### src/hw/rtl/efe_pkg.sv
`timescale 1ns / 1ps
`default_nettype none
// ----------------------------------------------------------------------------
// efe_pkg
// Shared types and constants for the escaped frame encoder.
// ----------------------------------------------------------------------------
package efe_pkg;

  typedef enum logic [1:0] {
    OP_START  = 2'd0,
    OP_DATA   = 2'd1,
    OP_FINISH = 2'd2,
    OP_NONE   = 2'd3
  } op_t;

  localparam logic [1:0] REG_FRAME_END      = 2'd0;
  localparam logic [1:0] REG_ESCAPE         = 2'd1;
  localparam logic [1:0] REG_ESCAPED_END    = 2'd2;
  localparam logic [1:0] REG_ESCAPED_ESCAPE = 2'd3;

  localparam logic [7:0] RST_FRAME_END      = 8'd192;
  localparam logic [7:0] RST_ESCAPE         = 8'd219;
  localparam logic [7:0] RST_ESCAPED_END    = 8'd220;
  localparam logic [7:0] RST_ESCAPED_ESCAPE = 8'd221;

  localparam logic [7:0] CHECK_BASE = 8'hff;

  typedef struct packed {
    logic [7:0] frame_end;
    logic [7:0] escape;
    logic [7:0] escaped_end;
    logic [7:0] escaped_escape;
  } codes_t;

  // One item expanded into at most three line bytes
  typedef struct packed {
    logic [2:0][7:0] bytes;
    logic [1:0]      count;    // 0 means no bytes
    logic            finish;   // last byte closes the frame
    logic [7:0]      sum_next;
  } expand_t;

endpackage
`default_nettype wire

### src/hw/rtl/efe_expand.sv
`timescale 1ns / 1ps
`default_nettype none
// ----------------------------------------------------------------------------
// efe_expand
// Expands one transaction into its line bytes and the next checksum.
// ----------------------------------------------------------------------------
module efe_expand import efe_pkg::*; (
  input  wire logic [1:0] op,
  input  wire logic [7:0] value,
  input  wire logic [7:0] sum,
  input  wire codes_t     codes,
  output expand_t         result
);

  logic [7:0] esc_byte;
  logic [7:0] esc_first;
  logic [7:0] esc_second;
  logic       esc_pair;
  logic [7:0] check;

  assign check    = CHECK_BASE - sum;
  assign esc_byte = (op == OP_FINISH) ? check : value;

  // Frame-end match wins when both reserved codes are equal
  always_comb begin
    esc_pair   = 1'b0;
    esc_first  = esc_byte;
    esc_second = esc_byte;
    if (esc_byte == codes.frame_end) begin
      esc_pair   = 1'b1;
      esc_first  = codes.escape;
      esc_second = codes.escaped_end;
    end else if (esc_byte == codes.escape) begin
      esc_pair   = 1'b1;
      esc_first  = codes.escape;
      esc_second = codes.escaped_escape;
    end
  end

  always_comb begin
    result.bytes    = '0;
    result.count    = 2'd0;
    result.finish   = 1'b0;
    result.sum_next = sum;
    case (op_t'(op))
      OP_START: begin
        result.bytes[0] = codes.frame_end;
        result.bytes[1] = value;
        result.count    = 2'd2;
        result.sum_next = value;
      end
      OP_DATA: begin
        result.bytes[0] = esc_first;
        result.bytes[1] = esc_second;
        result.count    = esc_pair ? 2'd2 : 2'd1;
        result.sum_next = sum + value;
      end
      OP_FINISH: begin
        result.bytes[0] = esc_first;
        result.bytes[1] = esc_pair ? esc_second : codes.frame_end;
        result.bytes[2] = codes.frame_end;
        result.count    = esc_pair ? 2'd3 : 2'd2;
        result.finish   = 1'b1;
        result.sum_next = check + check;
      end
      default: begin
        result.count = 2'd0;
      end
    endcase
  end

endmodule
`default_nettype wire

### src/hw/rtl/escaped_frame_encoder.sv
`timescale 1ns / 1ps
`default_nettype none
// ----------------------------------------------------------------------------
// escaped_frame_encoder
// Frame builder with byte escaping and a byte-sum check byte, streaming
// the encoded frame one byte per output transaction.
// ----------------------------------------------------------------------------
//
//  channel  | signals                              | carries
//  ---------+--------------------------------------+------------------------
//  in       | in_valid, in_ready, op, value        | start / data / finish
//  out      | out_valid, out_ready, out_byte,      | one line byte
//           | run_last, frame_done                 |
//  cfg      | cfg_we, cfg_index, cfg_data          | reserved code registers
//
// A start, data or finish transaction expands into one to three line bytes
// (one for a plain data byte, two for start or an escaped byte, up to three
// for finish); the result buffer emits them in order, one per cycle while
// out_ready is high. The next item is taken in the same cycle that the
// last byte of the current one leaves, so no bubble appears.
// Reset clears the checksum, the buffer and the code registers to defaults.
// A stall on out_ready holds the current byte and back-pressures in_ready.
// An unused op code is taken and produces nothing.
// ----------------------------------------------------------------------------
module escaped_frame_encoder import efe_pkg::*; (
  input  wire logic       clk,
  input  wire logic       rst,
  // input channel
  input  wire logic       in_valid,
  output logic            in_ready,
  input  wire logic [1:0] op,
  input  wire logic [7:0] value,
  // output channel
  output logic            out_valid,
  input  wire logic       out_ready,
  output logic [7:0]      out_byte,
  output logic            run_last,
  output logic            frame_done,
  // configuration
  input  wire logic       cfg_we,
  input  wire logic [1:0] cfg_index,
  input  wire logic [7:0] cfg_data
);

  codes_t          codes;
  logic [7:0]      running_sum;
  expand_t         expanded;

  // result buffer
  logic            buf_valid;
  logic [2:0][7:0] slots;
  logic [1:0]      count;
  logic [1:0]      idx;
  logic            finish;

  logic            take;
  logic            last_take;
  logic            accept;
  logic            is_last;

  efe_expand u_expand (
    .op     (op),
    .value  (value),
    .sum    (running_sum),
    .codes  (codes),
    .result (expanded)
  );

  // Handshake: take a new transaction when the buffer is empty or empties this cycle
  assign is_last   = (idx == (count - 2'd1));
  assign take      = buf_valid && out_ready;
  assign last_take = take && is_last;
  assign in_ready  = !buf_valid || last_take;
  assign accept    = in_valid && in_ready;

  // Code registers; the user must write them only while idle, the block does not enforce it
  always_ff @(posedge clk) begin
    if (rst) begin
      codes.frame_end      <= RST_FRAME_END;
      codes.escape         <= RST_ESCAPE;
      codes.escaped_end    <= RST_ESCAPED_END;
      codes.escaped_escape <= RST_ESCAPED_ESCAPE;
    end else if (cfg_we) begin
      case (cfg_index)
        REG_FRAME_END:      codes.frame_end      <= cfg_data;
        REG_ESCAPE:         codes.escape         <= cfg_data;
        REG_ESCAPED_END:    codes.escaped_end    <= cfg_data;
        REG_ESCAPED_ESCAPE: codes.escaped_escape <= cfg_data;
        default: begin
        end
      endcase
    end
  end

  // Checksum advances once per accepted transaction
  always_ff @(posedge clk) begin
    if (rst) begin
      running_sum <= 8'd0;
    end else if (accept) begin
      running_sum <= expanded.sum_next;
    end
  end

  // Buffer control: load, advance, or drop after the last byte
  always_ff @(posedge clk) begin
    if (rst) begin
      buf_valid <= 1'b0;
      idx       <= 2'd0;
    end else if (accept && (expanded.count != 2'd0)) begin
      buf_valid <= 1'b1;
      idx       <= 2'd0;
    end else if (last_take) begin
      buf_valid <= 1'b0;
      idx       <= 2'd0;
    end else if (take) begin
      idx       <= idx + 2'd1;
    end
  end

  // Payload of the buffer needs no reset
  always_ff @(posedge clk) begin
    if (accept && (expanded.count != 2'd0)) begin
      slots  <= expanded.bytes;
      count  <= expanded.count;
      finish <= expanded.finish;
    end
  end

  // Select the byte under the read pointer
  always_comb begin
    case (idx)
      2'd0:    out_byte = slots[0];
      2'd1:    out_byte = slots[1];
      2'd2:    out_byte = slots[2];
      default: out_byte = slots[0];
    endcase
  end

  assign out_valid  = buf_valid;
  assign run_last   = is_last;
  assign frame_done = is_last && finish;

endmodule
`default_nettype wire

### config.mk
export PLATFORM = sky130hd
export DESIGN_NAME = escaped_frame_encoder
export DESIGN_NICKNAME = d
export VERILOG_FILES = /design/src/hw/rtl/efe_pkg.sv /design/src/hw/rtl/efe_expand.sv /design/src/hw/rtl/escaped_frame_encoder.sv
export SDC_FILE = /design/constraint.sdc
export NUM_CORES = 1
export LEC_CHECK = 0
export BUFFER_PORTS_ARGS = -buffer_cell sky130_fd_sc_hd__buf_2
export CAP_MARGIN = 20
export CORE_ASPECT_RATIO = 2
export CORE_MARGIN = 2
export CORE_UTILIZATION = 56
export CTS_BUF_LIST = sky130_fd_sc_hd__clkbuf_8
export DETAILED_ROUTE_END_ITERATION = 7
export GPL_TIMING_DRIVEN = 0
export PLACE_DENSITY = 0.85
export SYNTH_ARGS = -nofsm -noshare
export SYNTH_HDL_FRONTEND = slang
export SYNTH_SLANG_ARGS = --single-unit
### constraint.sdc
create_clock -name clk -period 2.98 [get_ports clk]
set_clock_uncertainty 0.15 [all_clocks]
set_input_delay 0.596 -clock clk [delete_from_list [all_inputs] [get_ports clk]]
set_output_delay 0.596 -clock clk [all_outputs]
set_load 0.03 [all_outputs]
### Yosys cells after proc, flatten, opt, wreduce, memory -nomap -nowiden

Cells that the tools add are included.
W data, S select, Z words.

* bits in registers: 70
* latch bits: 0
* memory bits (writable): 0
* ROM bits: 0
* bits of input ports: 25
* output and inout port bits: 12
* logic and storage cells: 62
* memories kept: 0

* $add $sub $neg: 5
* $mul: 0
* divide/modulo/power cells: 0
* order comparisons: 0
* equality and inequality tests: 10
* shift operators: 0
* mux-type cells: 17
* bitwise operators: 0
* reductions and logical operators: 18

Operators by type and width (number)
* $mux W8: 6
* $pmux W16 S3: 1
* $pmux W8 S3: 1
* $add A8 B8 Y8: 2
* $eq A8 B8 Y1: 2
* $pmux W8 S2: 1
* $reduce_and A2 Y1: 5
* $eq A2 B2 Y1 const B: 4
* $sub A8 B8 Y8 const A: 1
* $eq A2 B1 Y1 const B: 3
* $mux W1: 6
* $pmux W2 S3: 1
* $logic_and A1 B1 Y1: 5
* $logic_not A2 Y1: 2
* $reduce_bool A2 Y1: 2
* $reduce_bool A3 Y1: 1
* $reduce_or A3 Y1: 1
* $add A2 B1 Y2 const B: 1
* $eq A2 B2 Y1: 1
* $mux W2: 1
* $sub A2 B1 Y2 const B: 1
* $logic_not A1 Y1: 1
* $logic_or A1 B1 Y1: 1

### Depth between registers and ports, before layout

Gate-level depths: netlist (run 1).

* depth in word-level cells: 10
* mapped depth: 12
* gate-level depth less buffers: 10

### Hierarchy

From an unflattened synthesis (run 1), not the netlist that was laid out.

* cells, all modules: 483
* area total of the unflattened synthesis: 4310.4 um^2

Modules (own cells, without submodules)
* escaped_frame_encoder: instances 1, cells an instance 250, area an instance 2710.1 um^2, sequential area each 1671.6 um^2
* efe_expand: instances 1, cells an instance 233, area an instance 1600.3 um^2, sequential area each 0.0 um^2

### Worst setup path after synthesis (run 1)

No wires, ideal clock.

* kind: input to register
* start: input port op[0]
* end: register slots[12] (netlist bit) (data pin)
* library setup time: 0.254 ns
* data arrival time: 2.497 ns
* required time: 2.576 ns
* path slack: 0.079 ns
* stages: 11
* buffers on the path: 2
* cells stage by stage: inv_1 -> ha_1 -> buf_6 -> nand2b_4 -> and3_1 -> nor4_2 -> nand4_2 -> clkbuf_1 -> o21ai_0 -> a221oi_2 -> a21o_1

RTL lines
* start, declared: line escaped_frame_encoder.sv:31 `input wire logic [1:0] op,`
* end signal, assigned: line escaped_frame_encoder.sv:123 `slots <= expanded.bytes;`
* end, declared: line escaped_frame_encoder.sv:51 `logic [2:0][7:0] slots;`

==> results of run 1 <==
==> cell type report <==
type | instances | area, um2
fillers | 644 | 2467
repair buffers | 40 | 225.2
well taps | 92 | 115.1
clock inverters | 7 | 33.78
clock buffers | 9 | 123.9
plain buffers | 27 | 136.4
flip-flops and latches | 70 | 1672
multi-input cells | 366 | 2411
inverters | 22 | 82.58
==> metrics by stage <==
| step | setup WS (ns) | setup TNS (ns) |
|---|---|---|
| floorplan | 0.07933 | 0 |
| finish | 0.03685 | 0 |
| detailed placement | -0.8904 | -13.80 |
| CTS | 0.02267 | 0 |
| global route | -0.01987 | -0.03859 |
| global placement | -0.9810 | -14.21 |
==> placed cells by master, fill, tap and decap left out, drive strengths merged, types with 4 or more instances in the layout <==
cell	n
clkinv	5
xnor2	4
and3	17
o211ai	6
nand3b	14
inv	23
a21o	5
ha	14
nand2b	19
a311o	4
buf	47
o31ai	5
nor2b	4
mux2i	8
nor4	8
a21oi	54
nor2	26
edfxtp	27
a211o	8
a22oi	9
o21ai	23
nor3	13
clkbuf	29
o22ai	4
nand2	71
and2	9
dfxtp	43
==> per-layer routing <==
metal | track usage (%) | vias to the layer above | wire [um]
met5 | 0 | - | 0
met4 | 22.55 | 0 | 835
met3 | 4.610 | 59 | 549
met2 | 58.10 | 143 | 6850
met1 | 30.45 | 1857 | 4241
li1 | - | 1869 | -
==> worst paths after layout <==
kind / to / start / cells past startpoint
hold / removal: codes[8] / codes[8] / 2
setup reg to reg: running_sum[7] / running_sum[1] / 8
setup / recovery: slots[10] / op[0] / 11
hold reg to reg: codes[8] / codes[8] / 2
==> Yosys cell counts, drive strengths merged (2+ instances only) <==
cell and instances:
o221ai 2, nor2 26, a211oi 3, o22ai 4
a221oi 3, nand2b 19, o211ai 6, and3 17
a22o 3, nand2 71, or2 2, a311o 4
nand3 3, a22oi 9, o21ai 23, nor3 13
and4 3, mux2i 8, dfxtp 43, nand4 2
inv 21, nor4 8, and2 9, a211o 8
ha 14, o41ai 3, buf 6, xnor2 4
nor2b 4, clkbuf 21, nand3b 14, o31ai 5
a21oi 54, edfxtp 27, a41o 3, a21boi 2
or3 3, a21o 5
==> critical path: stages <==
cell	delay, ns
buf_2	0.12
inv_2	0.08
ha_4	0.19
buf_6	0.14
nand2b_4	0.18
and3_1	0.22
nor4_4	0.32
nand4_1	0.28
nor2_2	0.39
a21oi_1	0.18
a22o_1	0.20
==> report_power, final <==
| group | total, mW | switching [mW] | internal [mW] |
|---|---|---|---|
| registers | 1.09 | 0.0384 | 1.05 |
| logic | 0.469 | 0.290 | 0.178 |
| clock network | 0.636 | 0.348 | 0.288 |
==> logic make-up after synthesis <==
family          after synthesis  synth area share (%)
mux                           9                 2.173
fa+ha+maj                    15                 4.643
flops                        70                 39.76
buf+inv                      49                 5.089
compound gates              142                 21.88
xor+xnor                      5                 1.042
simple gates                195                 25.42
==> state kept, by name, summed over array words and instances (netlist names) <==
register	flops
running_sum	8
codes	32
finish	1
out_valid	1
count	2
idx	2
slots	24
==> repair_timing <==
action / 4_1_cts / 5_1_grt
buffers inserted: 4 / 0
resized for setup: 15 / 7
setup endpoints to repair: 17 / 17
pin swaps: 2 / 2
==> results.json, run 1 <==
{
  "syn_inst": 485,
  "cts-root-buf": "clkbuf_8",
  "dieArea_um2": 8258,
  "period_share_pct": 98.76,
  "grt_max_degree": 36,
  "path_clk_slew_ns": 0.07,
  "netlist.area_leader.share_pct": 20.48,
  "cts_tree": "yes",
  "clk_path_buf_depth": 2,
  "rows": 44,
  "worst_pin_slew_ns": 0.7275,
  "portBuffers": 35,
  "wl_per_cell_um": 19.71,
  "grt-ovfl-total": 0,
  "postRouteAntennaNets": 0,
  "place_congestion": 0.9982,
  "start_util_pct": 57.85,
  "clock_latency_ns": 0.37,
  "power_mw": 2.197,
  "core_area_um2": 7267,
  "synth.area.top_cells": "dfxtp_1, edfxtp_1, a21oi_1, nand2_1, ha_1",
  "hold_path_class": "reg -> reg",
  "drc_errors": 0,
  "synth_warnings": 0,
  "holdWs_ns": 0.3069,
  "antenna_cells": 0,
  "synth_seq_cells": 70,
  "criticalPathCategory": "in -> reg",
  "ios": 37,
  "instances_no_fill": 633,
  "cts_num_sinks": 70,
  "startpoint_type": "primary input",
  "grt.total_usage_pct": 31.51,
  "synth_ff_type": "dfxtp_1",
  "cap_violations": 0,
  "status": "completed",
  "slew_viol_final": 0,
  "crit_required_ns": 2.94,
  "arrival_ns": 2.90,
  "ys_seq_area_share_pct": 39.76,
  "final_nets": 576,
  "rsz0062_at_grt": "true",
  "endpoint_kind": "flip-flop",
  "final_area_um2": 4800,
  "synth_area_leader_cell": "dfxtp_1",
  "vias_per_cell": 6.205,
  "grt_pass1_wl_mm": 19.37,
  "powerDensity_nw_per_um2": 457.8,
  "worst-path-max-fanout": 10,
  "synth_enable_flop_cells": 27,
  "place_area_um2": 4494,
  "totalWireLength_mm": 12.48,
  "fin_util_pct": 66.05,
  "h-tree-depth": 3,
  "synthArstFlopShare_pct": 0,
  "dp_cells": 612,
  "p_leak_nw": 1.936,
  "chipWidth_um": 65.27,
  "grt_pass1_vias": 3876,
  "antenna_found_initial": 0,
  "regToRegSetupSlack_ns": 0.21,
  "drive_gt1_share_pct": 16.64,
  "die_h_um": 126.5,
  "drt-initial-drc-count": 237,
  "syn2layout_area_growth_pct": 14.17,
  "syn_area_per_cell_um2": 8.668,
  "first_pass_iters": 5,
  "dp.final_hpwl_mm": 9.585,
  "report.final.setup_viol": 0,
  "yosysUniqueCellTypes": 58,
  "slew_headroom_pct": 51.50,
  "cts_hold_buffers": 0,
  "vias": 3928,
  "hold_viol_final": 0,
  "netlist_area_um2": 4204,
  "peakVddDrop_mv": 0.3649,
  "fmax_ghz": 0.3398,
  "cts_made_buffers": 9,
  "syn-num-nets": 525,
  "fin_crit_ns": 2.943
}
Note: power is estimated with default switching activity, not from simulation.
==> inputs of run 2 (changes only) <==
ABC_AREA = 1   (was default)
CORE_UTILIZATION = 62   (was 56)
PLACE_DENSITY = 0.89   (was 0.85)
REMOVE_ABC_BUFFERS = 1   (was default)
clock period = 3 ns   (was 2.98 ns; I/O delays follow)
==> results.json, run 2 <==
{
  "dieArea_um2": 7497,
  "final_cell_mix": "nand2_1, inv_1, nand3_1",
  "grt_util_met1_pct": 29.39,
  "path_clk_slew_ns": 0.07,
  "slew_viol_final": 0,
  "worst-path-max-fanout": 16,
  "period_share_pct": 95.02,
  "syn2layout_area_growth_pct": 10.95,
  "p_leak_nw": 2.312,
  "place_congestion": 0.9030,
  "postRouteAntennaNets": 0,
  "instances_no_fill": 733,
  "cts_tree": "yes",
  "reg.largest.list": "codes: 32 flops, slots: 24 flops, running_sum: 8 flops",
  "drive_gt1_share_pct": 11.78,
  "die_h_um": 120.5,
  "cts_hold_buffers": 0,
  "peakVddDrop_mv": 0.5093,
  "chipWidth_um": 62.24,
  "netlist_area_um2": 4205,
  "cts_made_buffers": 9,
  "arrival_ns": 2.78,
  "hold_viol_final": 0,
  "crit_chain": "buf_2, inv_1, ha_1, inv_2, nand2_1, nand3_1, nand2_1, inv_1, nand2_1, nor2_2, nand2_4, nand2_4, nand2_1, o211ai_1, a21oi_1",
  "endpoint_kind": "flip-flop",
  "power_mw": 2.273,
  "fin_util_pct": 71.03,
  "antenna_cells": 0,
  "regMostFlops": "codes",
  "slowest_stage": "ha_1",
  "netlist.area_leader.share_pct": 20.47,
  "dp_cells": 712,
  "cpMostUsedCell": "nand2_1",
  "ys_seq_area_share_pct": 39.75,
  "rows": 42,
  "totalWireLength_mm": 10.79,
  "criticalPathCategory": "in -> reg",
  "worst_pin_slew_ns": 0.9666,
  "n_fill_cell": 550,
  "finalWorstSetupSlack_ns": 0.1493,
  "dp.final_hpwl_mm": 7.985,
  "ios": 37,
  "cp_slowest_stage_delay_ns": 0.35,
  "cap_violations": 0,
  "wl_per_cell_um": 14.73,
  "synth_most_common_cell": "nand2_1",
  "report.final.setup_viol": 0,
  "yosysUniqueCellTypes": 29,
  "startpoint_type": "primary input",
  "synth_warnings": 0,
  "clk_path_buf_depth": 2,
  "fin_crit_ns": 2.851,
  "met2_usage_pct": 55.23,
  "cts_num_sinks": 70,
  "antenna_found_initial": 0,
  "grt_max_degree": 40,
  "place_ws_ns": -1.204,
  "hold_path_class": "in -> reg",
  "grt_pass1_wl_mm": 17.04,
  "drt-initial-drc-count": 220,
  "drc_errors": 0,
  "synth_enable_flop_cells": 27,
  "portBuffers": 36,
  "crit_required_ns": 2.93,
  "synthArstFlopShare_pct": 0,
  "grt-ovfl-total": 0,
  "grt.total_usage_pct": 29.56,
  "crit_family": "simple AND/OR/NAND/NOR gates",
  "largest_register_ffs": 32,
  "synth_area_leader_cell": "dfxtp_1",
  "syn_area_per_cell_um2": 6.883,
  "fmax_ghz": 0.3508,
  "cts-root-buf": "clkbuf_8",
  "synth.area.top_cells": "dfxtp_1, edfxtp_1, nand2_1, nand3_1, a21oi_1",
  "syn_inst": 611,
  "vias_per_cell": 5.608,
  "cp_num_buf_inv": 4,
  "grt_pass1_vias": 3746,
  "holdWs_ns": 0.2733,
  "first_pass_iters": 5,
  "synth_ff_type": "dfxtp_1",
  "vias": 4111,
  "met3_usage_pct": 3.814,
  "reg2reg_depth": 9,
  "synth_seq_cells": 70,
  "status": "completed",
  "rsz0062_at_grt": "false",
  "hold_depth": 2,
  "cp.depth": 15,
  "start_util_pct": 64.02,
  "layout_commonest_cell": "nand2_1",
  "core_area_um2": 6569,
  "slew_headroom_pct": 35.49,
  "top_usage_layer": "met2",
  "final_nets": 680,
  "clock_latency_ns": 0.36,
  "powerDensity_nw_per_um2": 487.1,
  "h-tree-depth": 3,
  "ff_latch_area_um2": 1672,
  "multiInputGateArea_um2": 2172,
  "synthTopCellsByCount": "nand2_1, inv_1, nand3_1, a21oi_1, nor2_1"
}
-- run 2: changes by cell type after synthesis, sizes merged, moves of 17 or more --
cell / change
nand3: +64
nor2: +26
inv: +52
nand2b: -19
nand2: +125
and3: -17
-- run 2: cell type report --
class / count / area share, %
clock buffer: 11 / 3.245
clock inverter: 5 / 0.9654
inverter: 75 / 6.114
multi-input combinational: 443 / 46.55
sequential: 70 / 35.83
tap: 88 / 2.360
timing repair buffer: 41 / 4.934
-- run 2: path summary, 6_finish.rpt --
kind                                start              to  slack (ns)
worst min-delay path                  rst       out_valid        0.27
worst max register to register   count[1]  running_sum[0]        0.46
worst max-delay path                op[0]        slots[1]        0.15
worst min register to register  codes[12]       codes[12]        0.31
-- run 2: worst register-to-register path, delay by kind of cell (launching register included) --
family	cells	cell delay [ns]
buffers and inverters	1	0.76
and+or+nand+nor	4	0.50
AOI/OAI and AO/OA	3	0.44
DFF	1	0.39
xor gates and xnor gates	1	0.24
-- run 2: where the power goes --
group | switching [mW] | leakage, nW | internal (mW) | total [mW]
Clock | 0.330 | 0.115 | 0.417 | 0.747
Combinational | 0.296 | 1.58 | 0.142 | 0.437
Sequential | 0.0341 | 0.616 | 1.05 | 1.09
Total | 0.659 | 2.31 | 1.61 | 2.27
-- run 2: logic make-up after synthesis --
logic type / after synthesis / synth area share, %
flops: 70 / 39.75
buf+inv: 99 / 9.700
fa+ha+maj: 15 / 4.642
xor+xnor: 3 / 0.6249
simple gates: 320 / 31.87
compound gates: 104 / 13.42
-- run 2: routing by layer --
metal / up-vias / routed length (um)
met1: 1890 / 3941
met4: 0 / 622
met5: - / 0
met3: 36 / 434
li1: 2046 / -
met2: 139 / 5796
-- run 2: repair_timing --
| item | CTS | global route |
|---|---|---|
| pin swaps | 0 | 1 |
| cloned | 0 | 1 |
| setup endpoints to repair | 18 | 20 |
| setup buffers | 0 | 1 |
| resized for setup | 5 | 5 |
-- run 2: metrics by stage --
stage / setup TNS, ns / instance area [um2]
floorplan: -0.6330 / 4079
global placement: -16.22 / 4369
detailed placement: -17.46 / 4374
CTS: 0 / 4596
global route: 0 / 4666
finish: 0 / 4666
==> inputs of run 3 (changes only) <==
CORE_UTILIZATION = 44   (was 62)
PLACE_DENSITY = 0.68   (was 0.89)
==> results.json, run 3 (synthesis gave the netlist of run 2 again) <==
{
  "drive_gt1_share_pct": 11.66,
  "worst-path-max-fanout": 16,
  "grt.total_usage_pct": 22.07,
  "clkPwrFrac_pct": 32.6,
  "dieArea_um2": 10400,
  "intPower_mw": 1.592,
  "die_h_um": 142.3,
  "antenna_cells": 0,
  "antenna_found_initial": 0,
  "portBuffers": 36,
  "h-tree-depth": 3,
  "grt_max_degree": 40,
  "final_cell_mix": "nand2_1, inv_1, nand3_1",
  "fmax_ghz": 0.3500,
  "grt_util_met1_pct": 22.98,
  "holdWs_ns": 0.2800,
  "cts-root-buf": "clkbuf_8",
  "hold_path_class": "in -> reg",
  "drt-initial-drc-count": 236,
  "start_util_pct": 45.11,
  "fin_setup_tns_ns": 0,
  "cts_made_buffers": 9,
  "crit_required_ns": 2.91,
  "cts_num_sinks": 70,
  "totalWireLength_mm": 11.13,
  "slew_headroom_pct": 27.27,
  "ios": 37,
  "p_leak_nw": 2.290,
  "regMostFlops": "codes",
  "grt-ovfl-total": 0,
  "vias_per_cell": 5.327,
  "layout_commonest_cell": "nand2_1",
  "startpoint_type": "primary input",
  "criticalPathCategory": "in -> reg",
  "seqPwrFrac_pct": 48.1,
  "powerDensity_nw_per_um2": 483.4,
  "largest_register_ffs": 32,
  "syn2layout_area_growth_pct": 11.13,
  "regToRegSetupSlack_ns": 0.44,
  "reg.largest.list": "codes: 32 flops, slots: 24 flops, running_sum: 8 flops",
  "peakVddDrop_mv": 0.2204,
  "wl_per_cell_um": 14.90,
  "power_mw": 2.259,
  "report.final.setup_viol": 0,
  "vias": 3979,
  "place_congestion": 0.9530,
  "met3_usage_pct": 3.541,
  "arrival_ns": 2.76,
  "chipWidth_um": 73.13,
  "endpoint_kind": "flip-flop",
  "clk_path_buf_depth": 2,
  "clock_latency_ns": 0.35,
  "worst_pin_slew_ns": 1.083,
  "first_pass_iters": 4,
  "dp.final_hpwl_mm": 8.368,
  "slew_viol_final": 0,
  "met2_usage_pct": 40.49,
  "grt_pass1_vias": 3804,
  "power_frac_comb_pct": 19.3,
  "switching_share_pct": 29.54,
  "fin_crit_ns": 2.857,
  "cap_violations": 0,
  "switching_power_mw": 0.6673,
  "grt_pass1_wl_mm": 17.73,
  "final_nets": 678,
  "drc_errors": 0,
  "core_area_um2": 9321,
  "postRouteAntennaNets": 0,
  "rsz0062_at_grt": "false",
  "period_share_pct": 95.25,
  "cts_tree": "yes",
  "top_usage_layer": "met2",
  "rows": 50,
  "status": "completed",
  "hold_viol_final": 0,
  "path_clk_slew_ns": 0.07
}
==> run 3: final timing paths <==
kind | from | endpoint | depth (start not counted)
worst min register to register | codes[11] | codes[11] | 2
worst min-delay path | rst | out_valid | 2
worst max register to register | idx[1] | running_sum[0] | 9
worst max-delay path | op[0] | slots[1] | 14
==> run 3: power by group through the flow <==
stage	Combinational (mW)	Sequential [mW]	Clock, mW
after floorplan	0.296	1.10	0
after global placement	0.409	1.11	0
after detailed placement	0.419	1.11	0
after CTS	0.425	1.09	0.750
after global routing	0.489	1.09	0.787
final	0.435	1.09	0.736
==> run 3: metrics by stage <==
step | utilization [%] | area (um2) | setup WS [ns] | cells
finish | 50.13 | 4673 | 0.1426 | 747
global placement | 47.09 | 4389 | -1.302 | 727
CTS | 49.52 | 4616 | 0.06697 | 744
detailed placement | 47.14 | 4394 | -1.374 | 728
floorplan | - | 4079 | -0.1603 | 587
global route | 50.13 | 4673 | 0.01652 | 747
==> run 3: cell type report <==
| cell class | count | area [um2] |
|---|---|---|
| clock buffers | 10 | 137.6 |
| well taps | 104 | 130.1 |
| clock inverters | 6 | 53.80 |
| fillers | 947 | 4648 |
| inverters | 75 | 287.8 |
| repair buffers | 39 | 220.2 |
| multi-input cells | 443 | 2172 |
| flip-flops and latches | 70 | 1672 |
==> run 3: per-layer routing <==
layer	wire length [um]	up-vias
met3	367	34
met2	6108	88
met5	0	-
met1	4125	1816
met4	526	0
li1	-	2041
==> run 3: what timing repair did <==
action                                  4_1_cts  5_1_grt
buffers inserted                              0        1
hold buffers                                  0        0
endpoints found under the setup margin       18       20
gates resized for setup                       6        5
cloned                                        0        1
pin swaps                                     0        2
==> run 3: critical path, cell delays in order <==
cell      delay, ns
buf_2          0.12
inv_1          0.13
ha_1           0.43
nand2_1        0.16
nand2_1        0.13
nand2_1        0.06
nand2_1        0.07
nand2_1        0.10
nor2_2         0.25
nand2_4        0.20
nand2_4        0.21
nand2_1        0.08
o211ai_1       0.09
a21oi_1        0.12
